$ cat src/rtl/mpeg2_inverse_quantizer_core_assert.svh
// assertion macros used by the inverse quantizer back end
// each use expects clk and arst_n in scope
`ifndef MPEG2_INVERSE_QUANTIZER_CORE_ASSERT_SVH
`define MPEG2_INVERSE_QUANTIZER_CORE_ASSERT_SVH

// same-cycle implication
`define IQ_ASSERT_NOW(label, ante, cons) \
	label: assert property (@(posedge clk) disable iff (!arst_n) (ante) |-> (cons)) \
		else $error("inverse quantizer check failed");

// next-cycle implication
`define IQ_ASSERT_NEXT(label, ante, cons) \
	label: assert property (@(posedge clk) disable iff (!arst_n) (ante) |=> (cons)) \
		else $error("inverse quantizer check failed");

`endif

$ cat src/rtl/mpeg2_iq_pkg.sv
// shared types, widths and the quantiser scale table for the inverse quantizer
// no dependencies
`default_nettype none

package mpeg2_iq_pkg;

	localparam int COEFF_W   = 12;
	localparam int WEIGHT_W  = 8;
	localparam int POS_W     = 6;
	localparam int CODE_W    = 5;
	localparam int DCP_W     = 2;
	localparam int SCALE_W   = 7;
	localparam int OPERAND_W = 15;
	localparam int PROD1_W   = 23;
	localparam int PROD2_W   = 30;
	localparam int DIV_SHIFT = 5;
	localparam int QUOT_W    = PROD2_W - DIV_SHIFT;

	localparam int QDEPTH  = 4;
	localparam int QPTR_W  = $clog2(QDEPTH);
	localparam int QCNT_W  = $clog2(QDEPTH + 1);

	localparam logic [POS_W-1:0] FIRST_POS = 6'd0;
	localparam logic [POS_W-1:0] LAST_POS  = 6'd63;

	localparam logic [SCALE_W-1:0]  DC_SCALE  = 7'd32;
	localparam logic [WEIGHT_W-1:0] DC_WEIGHT = 8'd1;

	localparam logic signed [PROD2_W-1:0] DIV_BIAS = 30'sd31;
	localparam logic signed [QUOT_W-1:0]  QUOT_MAX = 25'sd2047;
	localparam logic signed [QUOT_W-1:0]  QUOT_MIN = -25'sd2048;
	localparam logic signed [COEFF_W-1:0] COEFF_MAX = 12'sd2047;
	localparam logic signed [COEFF_W-1:0] COEFF_MIN = -12'sd2048;

	typedef enum logic {
		REG_DC_PRECISION     = 1'b0,
		REG_SCALE_TABLE_KIND = 1'b1
	} cfg_reg_t;

	typedef enum logic [1:0] {
		KIND_DC       = 2'd0,
		KIND_INTRA_AC = 2'd1,
		KIND_INTER    = 2'd2
	} coeff_kind_t;

	typedef struct packed {
		logic signed [OPERAND_W-1:0] operand;
		logic [WEIGHT_W-1:0]         weight;
		logic [SCALE_W-1:0]          scale;
		logic [POS_W-1:0]            position;
	} queue_word_t;

	function automatic logic [SCALE_W-1:0] nonlinear_scale(input logic [CODE_W-1:0] code);
		logic [SCALE_W-1:0] s;
		case (code)
			5'd0:    s = 7'd0;
			5'd1:    s = 7'd1;
			5'd2:    s = 7'd2;
			5'd3:    s = 7'd3;
			5'd4:    s = 7'd4;
			5'd5:    s = 7'd5;
			5'd6:    s = 7'd6;
			5'd7:    s = 7'd7;
			5'd8:    s = 7'd8;
			5'd9:    s = 7'd10;
			5'd10:   s = 7'd12;
			5'd11:   s = 7'd14;
			5'd12:   s = 7'd16;
			5'd13:   s = 7'd18;
			5'd14:   s = 7'd20;
			5'd15:   s = 7'd22;
			5'd16:   s = 7'd24;
			5'd17:   s = 7'd28;
			5'd18:   s = 7'd32;
			5'd19:   s = 7'd36;
			5'd20:   s = 7'd40;
			5'd21:   s = 7'd44;
			5'd22:   s = 7'd48;
			5'd23:   s = 7'd52;
			5'd24:   s = 7'd56;
			5'd25:   s = 7'd64;
			5'd26:   s = 7'd72;
			5'd27:   s = 7'd80;
			5'd28:   s = 7'd88;
			5'd29:   s = 7'd96;
			5'd30:   s = 7'd104;
			5'd31:   s = 7'd112;
			default: s = 7'd0;
		endcase
		return s;
	endfunction

endpackage

`default_nettype wire

$ cat src/rtl/mpeg2_iq_front.sv
// front end: configuration registers, input acceptance and coefficient classification
// depends on mpeg2_iq_pkg
`default_nettype none

module mpeg2_iq_front (
	input  wire logic                                   clk,
	input  wire logic                                   arst_n,
	input  wire logic                                   cfg_write,
	input  wire logic                                   cfg_index,
	input  wire logic [mpeg2_iq_pkg::DCP_W-1:0]         cfg_data,
	input  wire logic                                   in_valid,
	output logic                                        in_ready,
	input  wire logic signed [mpeg2_iq_pkg::COEFF_W-1:0] coeff_in,
	input  wire logic [mpeg2_iq_pkg::WEIGHT_W-1:0]      weight,
	input  wire logic [mpeg2_iq_pkg::POS_W-1:0]         position,
	input  wire logic                                   is_intra,
	input  wire logic [mpeg2_iq_pkg::CODE_W-1:0]        scale_code,
	input  wire logic                                   q_full,
	output logic                                        q_push,
	output mpeg2_iq_pkg::queue_word_t                   q_word
);
	import mpeg2_iq_pkg::*;

	logic [DCP_W-1:0]           dc_precision_q;
	logic                       scale_table_kind_q;
	coeff_kind_t                kind;
	logic [SCALE_W-1:0]         table_scale;
	logic signed [OPERAND_W-1:0] coeff_ext;
	logic signed [OPERAND_W-1:0] sign_ext;
	logic [DCP_W-1:0]           dc_shift;

	always_ff @(posedge clk or negedge arst_n) begin
		if (!arst_n) begin
			dc_precision_q     <= '0;
			scale_table_kind_q <= 1'b0;
		end else if (cfg_write) begin
			case (cfg_reg_t'(cfg_index))
				REG_DC_PRECISION:     dc_precision_q     <= cfg_data;
				REG_SCALE_TABLE_KIND: scale_table_kind_q <= cfg_data[0];
				default: ;
			endcase
		end
	end

	always_comb begin
		if (is_intra && position == FIRST_POS) begin
			kind = KIND_DC;
		end else if (is_intra) begin
			kind = KIND_INTRA_AC;
		end else begin
			kind = KIND_INTER;
		end
	end

	assign table_scale = scale_table_kind_q ? nonlinear_scale(scale_code)
	                                        : {1'b0, scale_code, 1'b0};
	assign coeff_ext   = OPERAND_W'(coeff_in);
	assign sign_ext    = coeff_in[COEFF_W-1] ? -15'sd1 :
	                     ((coeff_in != '0) ? 15'sd1 : 15'sd0);
	assign dc_shift    = 2'd3 - dc_precision_q;

	always_comb begin
		q_word.position = position;
		case (kind)
			KIND_DC: begin
				q_word.operand = coeff_ext <<< dc_shift;
				q_word.weight  = DC_WEIGHT;
				q_word.scale   = DC_SCALE;
			end
			KIND_INTRA_AC: begin
				q_word.operand = coeff_ext <<< 1;
				q_word.weight  = weight;
				q_word.scale   = table_scale;
			end
			KIND_INTER: begin
				q_word.operand = (coeff_ext <<< 1) + sign_ext;
				q_word.weight  = weight;
				q_word.scale   = table_scale;
			end
			default: begin
				q_word.operand = '0;
				q_word.weight  = '0;
				q_word.scale   = '0;
			end
		endcase
	end

	assign in_ready = !q_full;
	assign q_push   = in_valid && !q_full;

endmodule

`default_nettype wire

$ cat src/rtl/mpeg2_iq_queue.sv
// short queue between the classifying front end and the arithmetic back end
// depends on mpeg2_iq_pkg
`default_nettype none

module mpeg2_iq_queue (
	input  wire logic                      clk,
	input  wire logic                      arst_n,
	input  wire logic                      push,
	input  mpeg2_iq_pkg::queue_word_t      push_word,
	output logic                           full,
	input  wire logic                      pop,
	output logic                           not_empty,
	output mpeg2_iq_pkg::queue_word_t      pop_word
);
	import mpeg2_iq_pkg::*;

	queue_word_t       slot_q [QDEPTH];
	logic [QPTR_W-1:0] wr_ptr_q;
	logic [QPTR_W-1:0] rd_ptr_q;
	logic [QCNT_W-1:0] count_q;
	logic              do_push;
	logic              do_pop;

	assign full      = count_q == QCNT_W'(QDEPTH);
	assign not_empty = count_q != '0;
	assign do_push   = push && !full;
	assign do_pop    = pop && not_empty;
	assign pop_word  = slot_q[rd_ptr_q];

	always_ff @(posedge clk) begin
		if (do_push) begin
			slot_q[wr_ptr_q] <= push_word;
		end
	end

	always_ff @(posedge clk or negedge arst_n) begin
		if (!arst_n) begin
			wr_ptr_q <= '0;
			rd_ptr_q <= '0;
			count_q  <= '0;
		end else begin
			if (do_push) begin
				wr_ptr_q <= wr_ptr_q + 1'b1;
			end
			if (do_pop) begin
				rd_ptr_q <= rd_ptr_q + 1'b1;
			end
			case ({do_push, do_pop})
				2'b10:   count_q <= count_q + 1'b1;
				2'b01:   count_q <= count_q - 1'b1;
				default: count_q <= count_q;
			endcase
		end
	end

endmodule

`default_nettype wire

$ cat src/rtl/mpeg2_iq_back.sv
// back end: two multiplier stages, truncating divide by 32, saturation,
// block parity and mismatch control, output register; depends on mpeg2_iq_pkg
`default_nettype none

`include "mpeg2_inverse_quantizer_core_assert.svh"

module mpeg2_iq_back (
	input  wire logic                                    clk,
	input  wire logic                                    arst_n,
	input  wire logic                                    q_not_empty,
	input  mpeg2_iq_pkg::queue_word_t                    q_word,
	output logic                                         q_pop,
	output logic                                         out_valid,
	input  wire logic                                    out_ready,
	output logic signed [mpeg2_iq_pkg::COEFF_W-1:0]      coeff_out,
	output logic [mpeg2_iq_pkg::POS_W-1:0]               out_position,
	output logic                                         block_last
);
	import mpeg2_iq_pkg::*;

	logic                        advance;
	logic                        valid_s1;
	logic signed [PROD1_W-1:0]   prod_s1;
	logic [SCALE_W-1:0]          scale_s1;
	logic [POS_W-1:0]            pos_s1;
	logic                        valid_s2;
	logic signed [PROD2_W-1:0]   prod_s2;
	logic [POS_W-1:0]            pos_s2;
	logic                        out_valid_q;
	logic signed [COEFF_W-1:0]   coeff_q;
	logic [POS_W-1:0]            pos_q;
	logic                        last_q;
	logic                        parity_q;

	logic signed [PROD2_W-1:0]   biased;
	logic signed [QUOT_W-1:0]    quot;
	logic signed [COEFF_W-1:0]   sat;
	logic                        parity_base;
	logic                        parity_new;
	logic                        is_last;
	logic                        flip;

	assign advance = !out_valid_q || out_ready;
	assign q_pop   = advance && q_not_empty;

	// stage 1: operand times weight
	always_ff @(posedge clk) begin
		if (advance) begin
			prod_s1  <= PROD1_W'(q_word.operand * $signed({1'b0, q_word.weight}));
			scale_s1 <= q_word.scale;
			pos_s1   <= q_word.position;
		end
	end

	// stage 2: times quantiser scale
	always_ff @(posedge clk) begin
		if (advance) begin
			prod_s2 <= PROD2_W'(prod_s1 * $signed({1'b0, scale_s1}));
			pos_s2  <= pos_s1;
		end
	end

	// divide by 32 toward zero, then saturate
	assign biased = prod_s2 + (prod_s2[PROD2_W-1] ? DIV_BIAS : '0);
	assign quot   = QUOT_W'(biased >>> DIV_SHIFT);

	always_comb begin
		if (quot > QUOT_MAX) begin
			sat = COEFF_MAX;
		end else if (quot < QUOT_MIN) begin
			sat = COEFF_MIN;
		end else begin
			sat = COEFF_W'(quot);
		end
	end

	assign is_last     = pos_s2 == LAST_POS;
	assign parity_base = (pos_s2 == FIRST_POS) ? 1'b0 : parity_q;
	assign parity_new  = parity_base ^ sat[0];
	assign flip        = is_last && !parity_new;

	always_ff @(posedge clk) begin
		if (advance && valid_s2) begin
			coeff_q <= {sat[COEFF_W-1:1], sat[0] ^ flip};
			pos_q   <= pos_s2;
			last_q  <= is_last;
		end
	end

	always_ff @(posedge clk or negedge arst_n) begin
		if (!arst_n) begin
			valid_s1    <= 1'b0;
			valid_s2    <= 1'b0;
			out_valid_q <= 1'b0;
			parity_q    <= 1'b0;
		end else if (advance) begin
			valid_s1    <= q_not_empty;
			valid_s2    <= valid_s1;
			out_valid_q <= valid_s2;
			if (valid_s2) begin
				parity_q <= parity_new;
			end
		end
	end

	assign out_valid    = out_valid_q;
	assign coeff_out    = coeff_q;
	assign out_position = pos_q;
	assign block_last   = last_q;

	`IQ_ASSERT_NEXT(a_s1_holds, valid_s1 && !advance, valid_s1 && $stable(prod_s1))
	`IQ_ASSERT_NEXT(a_s2_holds, valid_s2 && !advance,
		valid_s2 && $stable(prod_s2) && $stable(pos_s2))
	`IQ_ASSERT_NOW(a_out_from_s2, $rose(out_valid_q), $past(valid_s2))

endmodule

`default_nettype wire

$ cat src/rtl/mpeg2_inverse_quantizer_core.sv
// MPEG-2 inverse quantizer with saturation and mismatch control. Coefficients of an
// 8x8 block enter in raster order with their weight, scale code and intra flag and
// leave dequantized, saturated to -2048..2047, with the LSB of position 63 toggled
// when the block sum is even. One word is taken and one delivered per cycle when
// neither side stalls; an accepted word is written into the queue at the accepting
// edge, then passes the two registered multiplier stages and the output register.
// A four-word queue separates input acceptance from the arithmetic, so the input
// keeps being taken for up to four words while the output is stalled.
// Configuration registers: index 0 dc_precision, index 1 scale_table_kind; write
// them only while no word is in flight. Depends on mpeg2_iq_pkg and the front,
// queue and back modules.
`default_nettype none

module mpeg2_inverse_quantizer_core (
	input  wire logic                                     clk,
	input  wire logic                                     arst_n,
	input  wire logic                                     cfg_write,
	input  wire logic                                     cfg_index,
	input  wire logic [mpeg2_iq_pkg::DCP_W-1:0]           cfg_data,
	input  wire logic                                     in_valid,
	output logic                                          in_ready,
	input  wire logic signed [mpeg2_iq_pkg::COEFF_W-1:0]  coeff_in,
	input  wire logic [mpeg2_iq_pkg::WEIGHT_W-1:0]        weight,
	input  wire logic [mpeg2_iq_pkg::POS_W-1:0]           position,
	input  wire logic                                     is_intra,
	input  wire logic [mpeg2_iq_pkg::CODE_W-1:0]          scale_code,
	output logic                                          out_valid,
	input  wire logic                                     out_ready,
	output logic signed [mpeg2_iq_pkg::COEFF_W-1:0]       coeff_out,
	output logic [mpeg2_iq_pkg::POS_W-1:0]                out_position,
	output logic                                          block_last
);
	import mpeg2_iq_pkg::*;

	logic        q_full;
	logic        q_push;
	logic        q_pop;
	logic        q_not_empty;
	queue_word_t push_word;
	queue_word_t pop_word;

	mpeg2_iq_front u_front (
		.clk        (clk),
		.arst_n     (arst_n),
		.cfg_write  (cfg_write),
		.cfg_index  (cfg_index),
		.cfg_data   (cfg_data),
		.in_valid   (in_valid),
		.in_ready   (in_ready),
		.coeff_in   (coeff_in),
		.weight     (weight),
		.position   (position),
		.is_intra   (is_intra),
		.scale_code (scale_code),
		.q_full     (q_full),
		.q_push     (q_push),
		.q_word     (push_word)
	);

	mpeg2_iq_queue u_queue (
		.clk       (clk),
		.arst_n    (arst_n),
		.push      (q_push),
		.push_word (push_word),
		.full      (q_full),
		.pop       (q_pop),
		.not_empty (q_not_empty),
		.pop_word  (pop_word)
	);

	mpeg2_iq_back u_back (
		.clk          (clk),
		.arst_n       (arst_n),
		.q_not_empty  (q_not_empty),
		.q_word       (pop_word),
		.q_pop        (q_pop),
		.out_valid    (out_valid),
		.out_ready    (out_ready),
		.coeff_out    (coeff_out),
		.out_position (out_position),
		.block_last   (block_last)
	);

endmodule

`default_nettype wire
$ cat config.mk
export PLATFORM = sky130hd
export DESIGN_NAME = mpeg2_inverse_quantizer_core
export DESIGN_NICKNAME = d
export VERILOG_FILES = /design/src/rtl/mpeg2_iq_pkg.sv /design/src/rtl/mpeg2_iq_front.sv /design/src/rtl/mpeg2_iq_queue.sv /design/src/rtl/mpeg2_iq_back.sv /design/src/rtl/mpeg2_inverse_quantizer_core.sv
export VERILOG_INCLUDE_DIRS = /design/src /design/src/rtl
export SDC_FILE = /design/constraint.sdc
export NUM_CORES = 1
export LEC_CHECK = 0
export BUFFER_PORTS_ARGS = -buffer_cell sky130_fd_sc_hd__buf_2
export CAP_MARGIN = 15
export CORE_UTILIZATION = 60
export DETAILED_ROUTE_END_ITERATION = 8
export PLACE_DENSITY = 0.77
export SYNTH_ARGS = -nofsm -noshare
export SYNTH_HDL_FRONTEND = slang
export SYNTH_SLANG_ARGS = --single-unit
$ cat constraint.sdc
create_clock -name clk -period 7.55 [get_ports clk]
set_clock_uncertainty 0.15 [all_clocks]
set_input_delay 1.51 -clock clk [delete_from_list [all_inputs] [get_ports clk]]
set_output_delay 1.51 -clock clk [all_outputs]
set_load 0.02 [all_outputs]
==> summary.md, run 1 <==
| Metric | Value |
|---|---|
| Core area | 0.03345 mm^2 |
| CTS sink cnt | 249 |
| DP Cell Count | 2267 |
| Reg2reg start | u_queue.rd_ptr_q[0] |
| CP bufs+invs | 2 |
| Detailed Route WL | 39270 um |
| Worst EP arrival | 6630 ps |
| Fin Setup TNS | 0 ps |
| DPL Wire Length | 29660 um |
| Post-synth top flop | edfxtp_1 |
| Yosys top cell area share | 34.72% |
| Largest net degree at the start of global routing | 77 |
| Crit-path slowest cell | dfrtp_2 |
| Post-cts resize count | 0 |
| Die ar. | 0.03461 mm^2 |
| Crit Path Class | flip-flop to flip-flop |
| Reg-to-Reg End | u_back.prod_s1[21] |
| Crit-path leading delay family | adder cells |
| Worst slew pin tran | 1008 ps |
| Vias in the first global route | 13.64k |
| Max-cap violations | 0 |
| Initial Utilization | 60.76% |
| PortBufs | 60 |
| H-Tree Depth | 1 |
| Clk_lat worst skew | 560 ps |
| Setup crit end | u_back.prod_s1[21] |
| Antenna viol nets, final | 0 |
| FP Rows | 67 |
| Synth warn | 0 |
| Pins Over Slew Limit | 0 |
| Fillers | 2462 |
| Final net count | 2234 |
| Die height | 186.0 um |
| Num ports | 61 |
| GP Congestion | 0.8928 |
| WL per Instance | 16.92 um |
| Share of cells above drive strength 1 | 9.450% |
| Slowest stage delay, CP | 760 ps |
| Endpoints failing setup | 0 |
| Final Hold Vio Count | 0 |
| Rel. slew slack | 32.82% |
| Initial DRC count | 838 |
| DR DRC count | 0 |
| Reg2reg setup slack | 1070 ps |
| Crit path time final | 6483 ps |
| Worst setup SP type | flip-flop |
| Status | finished, final reports clean |
| Die width | 186.0 um |
| Total global-route track usage | 24.28% |
| Synth Net Count | 2179 |
| Area leader, netlist | edfxtp_1 |
| Post-CTS setup buffers | 0 |
| Post-DR vias/cell | 5.554 |
| Number of flops mapped to enable cells by yosys | 235 |
| DR vias | 12.89k |
| Hold Path Class | flip-flop to flip-flop |
| Hold buffers post-CTS | 0 |
| Syn Area/Cell | 11.32 um^2 |
| Drt pass-1 iters | 5 |
| Max Clock Freq | 0.1542 GHz |
| Worst EP required | 7690 ps |
| RSZ-0062 raised after global routing | false |
| CTS tree | yes |
| CP max FO | 20 |
| CP Depth | 18 |
| Synth Instances | 1795 |
| Yosys reg bits | 249 |
| CTS max path bufs | 3 |
| Hold_ws | 273.7 ps |
| Top cell by count, worst path | fa_1 |
| Total gr overflow | 0 |
| Initial antenna violation count | 0 |
| FF-to-FF path depth | 18 |
| Seq/Total Area, Yosys | 36.45% |
| Area growth, synth to finish | 8.367% |
| Clock slew at reported path FFs | 60 ps |
| Synth unique cells | 68 |
| Main area contributors after synthesis | edfxtp_1 (35%), fa_1 (21%), ha_1 (7.9%), and2_1 (6.6%), inv_1 (6.1%) |
| Ys async rst share | 5.622% |
| Number of diodes | 0 |
| Crit path cell chain | mux4_2 -> and2_1 -> fa_1 -> fa_1 -> fa_1 -> inv_1 -> fa_1 -> inv_1 -> ha_1 -> a21o_1 -> a21oi_1 -> o211ai_1 -> a211oi_1 -> nor2_1 -> o41ai_2 -> o21ai_1 -> o41ai_2 -> xnor2_1 |
| Critical Path Source | u_queue.rd_ptr_q[0] |
| First-pass GRT wire length | 66080 um |
| Mapped cell area | 0.02032 mm^2 |
| Worst setup EP type | flip-flop |
| Clock Tree Root | clkbuf_16 |
| CTS buffer count | 29 |
| Tcrit/Tclk final | 85.87% |
| Layout Cells excl Fill | 2321 |
how the worst min path moves through the flow:
stage | from | endpoint | slack (ps) | depth (start not counted)
global route | u_back.pos_s1[3] | u_back.pos_s2[3] | 270 | 0
finish | u_back.pos_s1[4] | u_back.pos_s2[4] | 270 | 0
global placement | u_back.pos_s1[3] | u_back.pos_s2[3] | 250 | 0
CTS | u_back.pos_s1[4] | u_back.pos_s2[4] | 270 | 0
detailed placement | u_back.pos_s1[3] | u_back.pos_s2[3] | 260 | 0
floorplan | u_back.pos_s1[0] | u_back.pos_s2[0] | 250 | 0
worst reg2reg max path: stages, from the launching register on:
cell      delay (ps)
dfrtp_2          760
mux4_2           760
and2_1           220
fa_1             550
fa_1             440
fa_1             550
inv_1             50
fa_1             530
inv_1             40
ha_1             370
a21o_1           190
a21oi_1          180
o211ai_1         170
a211oi_1         310
nor2_1           130
o41ai_2          310
o21ai_1          170
o41ai_2          240
xnor2_1           90
state kept, by name, summed over array words and instances, names as in the netlist:
| register | cells |
|---|---|
| u_back.block_last | 1 |
| u_back.coeff_out | 12 |
| u_back.out_position | 6 |
| u_back.out_valid | 1 |
| u_back.parity_q | 1 |
| u_back.pos_s1 | 6 |
| u_back.pos_s2 | 6 |
| u_back.prod_s1 | 23 |
| u_back.prod_s2 | 30 |
| u_back.scale_s1 | 7 |
| u_back.valid_s1 | 1 |
| u_back.valid_s2 | 1 |
| u_front.dc_precision_q | 2 |
| u_front.scale_table_kind_q | 1 |
| u_queue.count_q | 3 |
| u_queue.rd_ptr_q | 2 |
| u_queue.slot_q | 144 |
| u_queue.wr_ptr_q | 2 |
area by class of cell:
class / instances / area (um^2) / area share [%]
clock buffers: 40 / 797.0 / 3.619
clock inverters: 14 / 138.9 / 0.6306
inverters: 329 / 1235 / 5.607
multi-input cells: 1171 / 11510 / 52.26
flip-flops and latches: 249 / 7408 / 33.64
well taps: 448 / 560.5 / 2.545
repair buffers: 70 / 375.4 / 1.704
cell families (layout without fill, tap and decap cells):
| kind of cell | Yosys count | after routing | share of synthesized area [%] |
|---|---|---|---|
| multiplexers | 53 | 53 | 4.857 |
| buffers and inverters | 375 | 453 | 6.963 |
| flip-flops | 249 | 249 | 36.45 |
| AO/OA/AOI/OAI | 204 | 204 | 6.729 |
| XOR/XNOR | 68 | 68 | 2.930 |
| AND/OR/NAND/NOR | 502 | 502 | 12.95 |
| adder cells (fa/ha/maj) | 344 | 344 | 29.12 |
cells in the final DEF, fill, tap and decap left out, types with 14 or more instances in the layout:
cell,n
nor2_1,64
nor3_1,17
xor2_1,19
a21oi_1,54
mux4_2,36
edfxtp_1,235
a21o_1,14
xnor2_1,49
clkbuf_16,29
buf_2,60
nand3_1,19
o21ai_0,32
and2_1,214
nand2_1,130
ha_1,129
inv_1,329
fa_1,215
cell usage after synthesis (32+ instances only):
library cell	count
a21oi_1	54
fa_1	215
edfxtp_1	235
nor2_1	64
nand2_1	130
xnor2_1	49
ha_1	129
mux4_2	36
o21ai_0	32
clkbuf_1	38
inv_1	329
and2_1	214
per-stage QoR:
step | setup WS, ps | utilization, % | instance area (um^2)
floorplan | 1495 | - | 20320
detailed placement | 1073 | 63.05 | 21090
finish | 1067 | 65.84 | 22020
CTS | 1058 | 65.84 | 22020
global route | 773.2 | 65.84 | 22020
global placement | 1204 | 63.05 | 21090
per-layer routing:
metal / wire [um] / up-vias / track usage [%]
li1: - / 6047 / -
met1: 16300 / 6387 / 30.97
met2: 19660 / 387 / 42.99
met3: 2250 / 70 / 3.365
met4: 1055 / 0 / 7.311
met5: 0 / - / 0
Power of run 1 is left out: the tool's default activity adds up to more than one toggle a clock period on the data nets, which glitch-free logic cannot reach.
==> run 2, diff against run 1 <==
Settings changed: CORE_MARGIN from default to 2.
==> summary.md, run 2 (synthesis results as in run 1) <==
| Metric | Value |
|---|---|
| Pins Over Slew Limit | 0 (unchanged) |
| Reg-to-Reg End | u_back.prod_s1[21] (unchanged) |
| Critical Path Source | u_queue.rd_ptr_q[0] (unchanged) |
| Worst setup SP type | flip-flop (unchanged) |
| FF-to-FF path depth | 19 (was 18) |
| Tcrit/Tclk final | 85.87% (about the same) |
| Drt pass-1 iters | 6 (was 5) |
| Num ports | 61 (unchanged) |
| Worst EP required | 7680 ps (was 7690 ps) |
| Hold Path Class | flip-flop to flip-flop (unchanged) |
| Most frequent cells in the layout | inv_1 (329), edfxtp_1 (235), fa_1 (215), and2_1 (214), nand2_1 (130) (unchanged) |
| Crit path cell chain | buf_4 -> mux4_2 -> and2_1 -> ha_1 -> fa_1 -> fa_1 -> inv_1 -> fa_1 -> inv_1 -> ha_1 -> a21o_1 -> a21oi_1 -> o211ai_1 -> a211oi_1 -> nor2_1 -> o41ai_2 -> o21ai_1 -> o41ai_2 -> xnor2_1 (was mux4_2 -> and2_1 -> fa_1 -> fa_1 -> fa_1 -> inv_1 -> fa_1 -> inv_1 -> ha_1 -> a21o_1 -> a21oi_1 -> o211ai_1 -> a211oi_1 -> nor2_1 -> o41ai_2 -> o21ai_1 -> o41ai_2 -> xnor2_1) |
| Post-cts resize count | 0 (unchanged) |
| Pre-CTS WS | 1054 ps (was 1073 ps) |
| Endpoints failing setup | 0 (unchanged) |
| Clock slew at reported path FFs | 60 ps (about the same) |
| Worst EP arrival | 6620 ps (was 6630 ps) |
| Worst setup EP type | flip-flop (unchanged) |
| Worst slew pin tran | 936.9 ps (was 1008 ps) |
| Final Hold Vio Count | 0 (unchanged) |
| CTS max path bufs | 3 (unchanged) |
| Max Clock Freq | 0.1542 GHz (about the same) |
| Antenna viol nets, final | 0 (unchanged) |
| Final worst slack | 1067 ps (about the same) |
| RSZ-0062 raised after global routing | false (unchanged) |
| Largest net degree at the start of global routing | 77 (unchanged) |
| Crit-path leading delay family | adder cells (unchanged) |
| Largest register FFs | 144 (unchanged) |
| Number of diodes | 0 (unchanged) |
| H-Tree Depth | 1 (unchanged) |
| FP Rows | 67 (unchanged) |
| Sequential cell area | 0.007408 mm^2 (unchanged) |
| DPL Wire Length | 29330 um (was 29660 um) |
| CP max FO | 17 (was 20) |
| Hold buffers post-CTS | 0 (unchanged) |
| CTS buffer count | 27 (was 29) |
| Fillers | 2447 (was 2462) |
| Post-Place Cell Area | 0.02108 mm^2 (was 0.02109 mm^2) |
| Top cell by count, worst path | fa_1 (unchanged) |
| Post-DR vias/cell | 5.494 (was 5.554) |
| Crit Path Class | flip-flop to flip-flop (unchanged) |
| CP bufs+invs | 3 (was 2) |
| Initial DRC count | 720 (was 838) |
| Setup crit end | u_back.prod_s1[21] (unchanged) |
| Fin Setup TNS | 0 ps (unchanged) |
| Detailed Route WL | 38410 um (was 39270 um) |
| Max-cap violations | 0 (unchanged) |
| Reg2reg start | u_queue.rd_ptr_q[0] (unchanged) |
| CTS tree | yes (unchanged) |
| Fin area | 0.02199 mm^2 (was 0.02202 mm^2) |
| Rel. slew slack | 37.54% (was 32.82%) |
| Top Registers | u_queue.slot_q: 144 flops, u_back.prod_s2: 30 flops, u_back.prod_s1: 23 flops (unchanged) |
| Die height | 188.0 um (was 186.0 um) |
| Vias in the first global route | 13.68k (was 13.64k) |
| Clk_lat worst skew | 560 ps (about the same) |
| Register with the most flip-flops | u_queue.slot_q (unchanged) |
| Crit path time final | 6483 ps (about the same) |
| Status | finished, final reports clean (unchanged) |
| CP Depth | 19 (was 18) |
| Post-layout util | 65.75% (was 65.84%) |
| DR DRC count | 0 (unchanged) |
| Die width | 188.0 um (was 186.0 um) |
| Total gr overflow | 0 (unchanged) |
| Share of cells above drive strength 1 | 9.101% (was 9.450%) |
| Post-CTS setup buffers | 0 (unchanged) |
| Initial Utilization | 60.76% (unchanged) |
| PortBufs | 60 (unchanged) |
| Commonest non-fill, non-tap cell in the layout | inv_1 (unchanged) |
| Final net count | 2231 (was 2234) |
| CTS sink cnt | 249 (unchanged) |
| First-pass GRT wire length | 65870 um (was 66080 um) |
| Reg2reg setup slack | 1070 ps (about the same) |
| Clock Tree Root | clkbuf_16 (unchanged) |
| DR vias | 12.72k (was 12.89k) |
| Die ar. | 0.03536 mm^2 (was 0.03461 mm^2) |
| Slowest stage delay, CP | 660 ps (was 760 ps) |
| Area growth, synth to finish | 8.207% (was 8.367%) |
| WL per Instance | 16.58 um (was 16.92 um) |
| Crit-path slowest cell | dfrtp_2 (unchanged) |
| Core area | 0.03345 mm^2 (unchanged) |
| Total global-route track usage | 22.67% (was 24.28%) |
| Initial antenna violation count | 0 (unchanged) |
| Area of the multi-input gates | 0.01151 mm^2 (unchanged) |
| GP Congestion | 0.8877 (was 0.8928) |
==> run 2: cell types whose count changed in the layout (fill, tap and decap cells not counted), sizes merged <==
cell,change
bufinv,+2
clkbuf,-2
inv,-1
clkinv,-2
buf,-1
clkinvlp,-1
==> run 2: final cells by class <==
type / count / area share (%)
tap: 448 / 2.549
inverter: 329 / 5.616
clock buffer: 38 / 3.397
clock inverter: 12 / 0.7453
timing repair buffer: 69 / 1.673
sequential: 249 / 33.69
multi-input combinational: 1171 / 52.33
==> run 2: per-stage QoR <==
step | instances | hold WS (ps)
final | 2316 | 277.0
after CTS | 2316 | 278.2
after floorplan | 1795 | 250.3
after global routing | 2316 | 275.4
after detailed placement | 2266 | 265.1
after global placement | 2266 | 252.9
==> run 2: how the worst min path moves through the flow <==
stage | slack [ps] | to | depth (start not counted) | from
floorplan | 250 | u_back.pos_s2[0] | 0 | u_back.pos_s1[0]
global placement | 250 | u_back.pos_s2[0] | 0 | u_back.pos_s1[0]
detailed placement | 270 | u_back.pos_s2[2] | 0 | u_back.pos_s1[2]
CTS | 280 | u_back.pos_s2[2] | 0 | u_back.pos_s1[2]
global route | 280 | u_back.pos_s2[0] | 0 | u_back.pos_s1[0]
finish | 280 | u_back.pos_s2[0] | 0 | u_back.pos_s1[0]
==> run 2: routing by layer <==
| layer | routed length, um | global-route usage (%) | part of all wire [%] |
|---|---|---|---|
| met5 | 0 | 0 | 0 |
| met4 | 865 | 5.875 | 2.3 |
| met3 | 1575 | 2.807 | 4.1 |
| met2 | 19740 | 41.07 | 51 |
| met1 | 16230 | 28.90 | 42 |
==> run 2: worst reg2reg max path, stage by stage (launching register included) <==
cell	delay (ps)
dfrtp_2	660
buf_4	430
mux4_2	650
and2_1	200
ha_1	310
fa_1	510
fa_1	540
inv_1	50
fa_1	530
inv_1	40
ha_1	370
a21o_1	190
a21oi_1	190
o211ai_1	180
a211oi_1	270
nor2_1	120
o41ai_2	290
o21ai_1	180
o41ai_2	270
xnor2_1	100
Power of run 2 is left out for the same reason.
==> run 3, diff against run 2 <==
Settings changed: ABC_CLOCK_PERIOD_IN_PS from default to 7550, CELL_PAD_IN_SITES_DETAIL_PLACEMENT from default to 2, CELL_PAD_IN_SITES_GLOBAL_PLACEMENT from default to 2, CORE_UTILIZATION 60 to 44, PLACE_DENSITY 0.77 to default, PLACE_DENSITY_LB_ADDON from default to 0.1, SKIP_CTS_REPAIR_TIMING from default to 1.
==> summary.md, run 3 (synthesis results as in run 1) <==
| Metric | Value |
|---|---|
| Largest register FFs | 144 (unchanged) |
| FF-to-FF path depth | 19 (unchanged) |
| Core area | 0.04548 mm^2 (was 0.03345 mm^2) |
| Total global-route track usage | 22.78% (was 22.67%) |
| Post-DR vias/cell | 5.270 (was 5.494) |
| Clock slew at reported path FFs | 70 ps (was 60 ps) |
| Max-cap violations | 0 (unchanged) |
| Hold Path Stages | 0 (unchanged) |
| Reg2reg setup slack | 910 ps (was 1070 ps) |
| Area growth, synth to finish | 9.807% (was 8.207%) |
| Rel. slew slack | 33.41% (was 37.54%) |
| Initial antenna violation count | 0 (unchanged) |
| Register with the most flip-flops | u_queue.slot_q (unchanged) |
| Clock Tree Root | clkbuf_16 (unchanged) |
| CP max FO | 17 (unchanged) |
| Crit Path Class | flip-flop to flip-flop (unchanged) |
| CTS max path bufs | 3 (unchanged) |
| Area of the multi-input gates | 0.01151 mm^2 (unchanged) |
| Initial DRC count | 515 (was 720) |
| Endpoints failing setup | 0 (unchanged) |
| Crit path time final | 6638 ps (was 6483 ps) |
| DR vias | 13.04k (was 12.72k) |
| Final Hold Vio Count | 0 (unchanged) |
| Hold endpoint | u_back.pos_s2[0] (unchanged) |
| DR DRC count | 0 (unchanged) |
| Total gr overflow | 0 (unchanged) |
| Hold Path Class | flip-flop to flip-flop (unchanged) |
| Pins Over Slew Limit | 0 (unchanged) |
| WL per Instance | 21.18 um (was 16.58 um) |
| Vias in the first global route | 15.64k (was 13.68k) |
| Die height | 218.9 um (was 188.0 um) |
| Top Registers | u_queue.slot_q: 144 flops, u_back.prod_s2: 30 flops, u_back.prod_s1: 23 flops (unchanged) |
| Die ar. | 0.04792 mm^2 (was 0.03536 mm^2) |
| Largest net degree at the start of global routing | 76 (was 77) |
| DPL Wire Length | 39910 um (was 29330 um) |
| Drt pass-1 iters | 4 (was 6) |
| Most frequent cells in the layout | inv_1 (329), edfxtp_1 (235), fa_1 (215), and2_1 (214), nand2_1 (130) (unchanged) |
| Fin Setup TNS | 0 ps (unchanged) |
| Post-layout util | 49.07% (was 65.75%) |
| Hold_ws | 274.6 ps (was 277.0 ps) |
| Final net count | 2235 (was 2231) |
| Commonest non-fill, non-tap cell in the layout | inv_1 (unchanged) |
| Worst setup SP type | flip-flop (unchanged) |
| Antenna viol nets, final | 0 (unchanged) |
| Initial Utilization | 44.69% (was 60.76%) |
| Clk_lat worst skew | 600 ps (was 560 ps) |
| Share of cells above drive strength 1 | 9.707% (was 9.101%) |
| CTS buffer count | 30 (was 27) |
| CTS sink cnt | 249 (unchanged) |
| Reg-to-Reg End | u_back.prod_s1[21] (unchanged) |
| Worst slew pin tran | 988.4 ps (was 936.9 ps) |
| H-Tree Depth | 1 (unchanged) |
| Num ports | 61 (unchanged) |
| Max Clock Freq | 0.1507 GHz (was 0.1542 GHz) |
| First-pass GRT wire length | 85610 um (was 65870 um) |
| FP Rows | 78 (was 67) |
| GP Congestion | 0.7785 (was 0.8877) |
| Reg2reg start | u_queue.rd_ptr_q[0] (unchanged) |
| Worst EP required | 7750 ps (was 7680 ps) |
| Sequential cell area | 0.007408 mm^2 (unchanged) |
| Tcrit/Tclk final | 87.91% (was 85.87%) |
| Number of diodes | 0 (unchanged) |
| PortBufs | 60 (unchanged) |
| HP Start | u_back.pos_s1[0] (unchanged) |
| Status | finished, final reports clean (unchanged) |
| RSZ-0062 raised after global routing | false (unchanged) |
| CTS tree | yes (unchanged) |
| Detailed Route WL | 52410 um (was 38410 um) |
| Fillers | 4593 (was 2447) |
| Worst setup EP type | flip-flop (unchanged) |
| Die width | 218.9 um (was 188.0 um) |
| Worst EP arrival | 6830 ps (was 6620 ps) |
## run 3: cell count changes in the layout (fill, tap and decap cells not counted)
cell / change
clkinv_4: -1
clkbuf_8: -2
clkbuf_1: -5
buf_4: +1
clkinv_8: +1
clkbuf_16: +3
inv_8: +1
bufinv_16: +2
inv_16: -1
clkinv_2: +8
## run 3: per-layer routing
| metal | GRT usage [%] | part of all wire (%) | wire [um] |
|---|---|---|---|
| met4 | 6.194 | 2.8 | 1460 |
| met5 | 0 | 0 | 0 |
| met2 | 43.43 | 54 | 28100 |
| met3 | 2.384 | 2.3 | 1195 |
| met1 | 27.08 | 41 | 21660 |
## run 3: critical path, cell delays in order (launching register included)
cell and delay, ps:
dfrtp_2 670, buf_4 440, mux4_2 670, and2_1 210, ha_1 320, fa_1 520
fa_1 560, inv_1 70, fa_1 530, inv_1 40, ha_1 380, a21o_1 200
a21oi_1 220, o211ai_1 190, a211oi_1 270, nor2_1 120, o41ai_2 290, o21ai_1 180
o41ai_2 270, xnor2_1 100
## run 3: how the worst max path moves through the flow
stage / start / end / slack (ps)
detailed placement: u_queue.rd_ptr_q[0] / u_back.prod_s1[21] / 880
finish: u_queue.rd_ptr_q[0] / u_back.prod_s1[21] / 910
global route: u_queue.rd_ptr_q[0] / u_back.prod_s1[21] / 520
global placement: u_queue.rd_ptr_q[0] / u_back.prod_s1[22] / 1100
floorplan: u_queue.rd_ptr_q[0] / u_back.prod_s1[21] / 1500
CTS: u_queue.rd_ptr_q[0] / u_back.prod_s1[21] / 840
## run 3: area by class of cell
cell class,instances,area share [%]
Inverter,329,5.534
Clock inverter,22,1.177
Timing Repair Buffer,70,1.682
Multi-Input combinational cell,1171,51.57
Sequential cell,249,33.20
Clock buffer,34,3.476
Tap cell,600,3.364
## run 3: metrics by stage
stage	worst slack, ps	instance area, um^2	std cells
after floorplan	1495	20320	1795
after global placement	1097	21280	2419
after detailed placement	881.1	21280	2419
after CTS	838.3	22320	2475
after global routing	521.4	22320	2475
final	912.5	22320	2475
Power of run 3 is left out for the same reason.
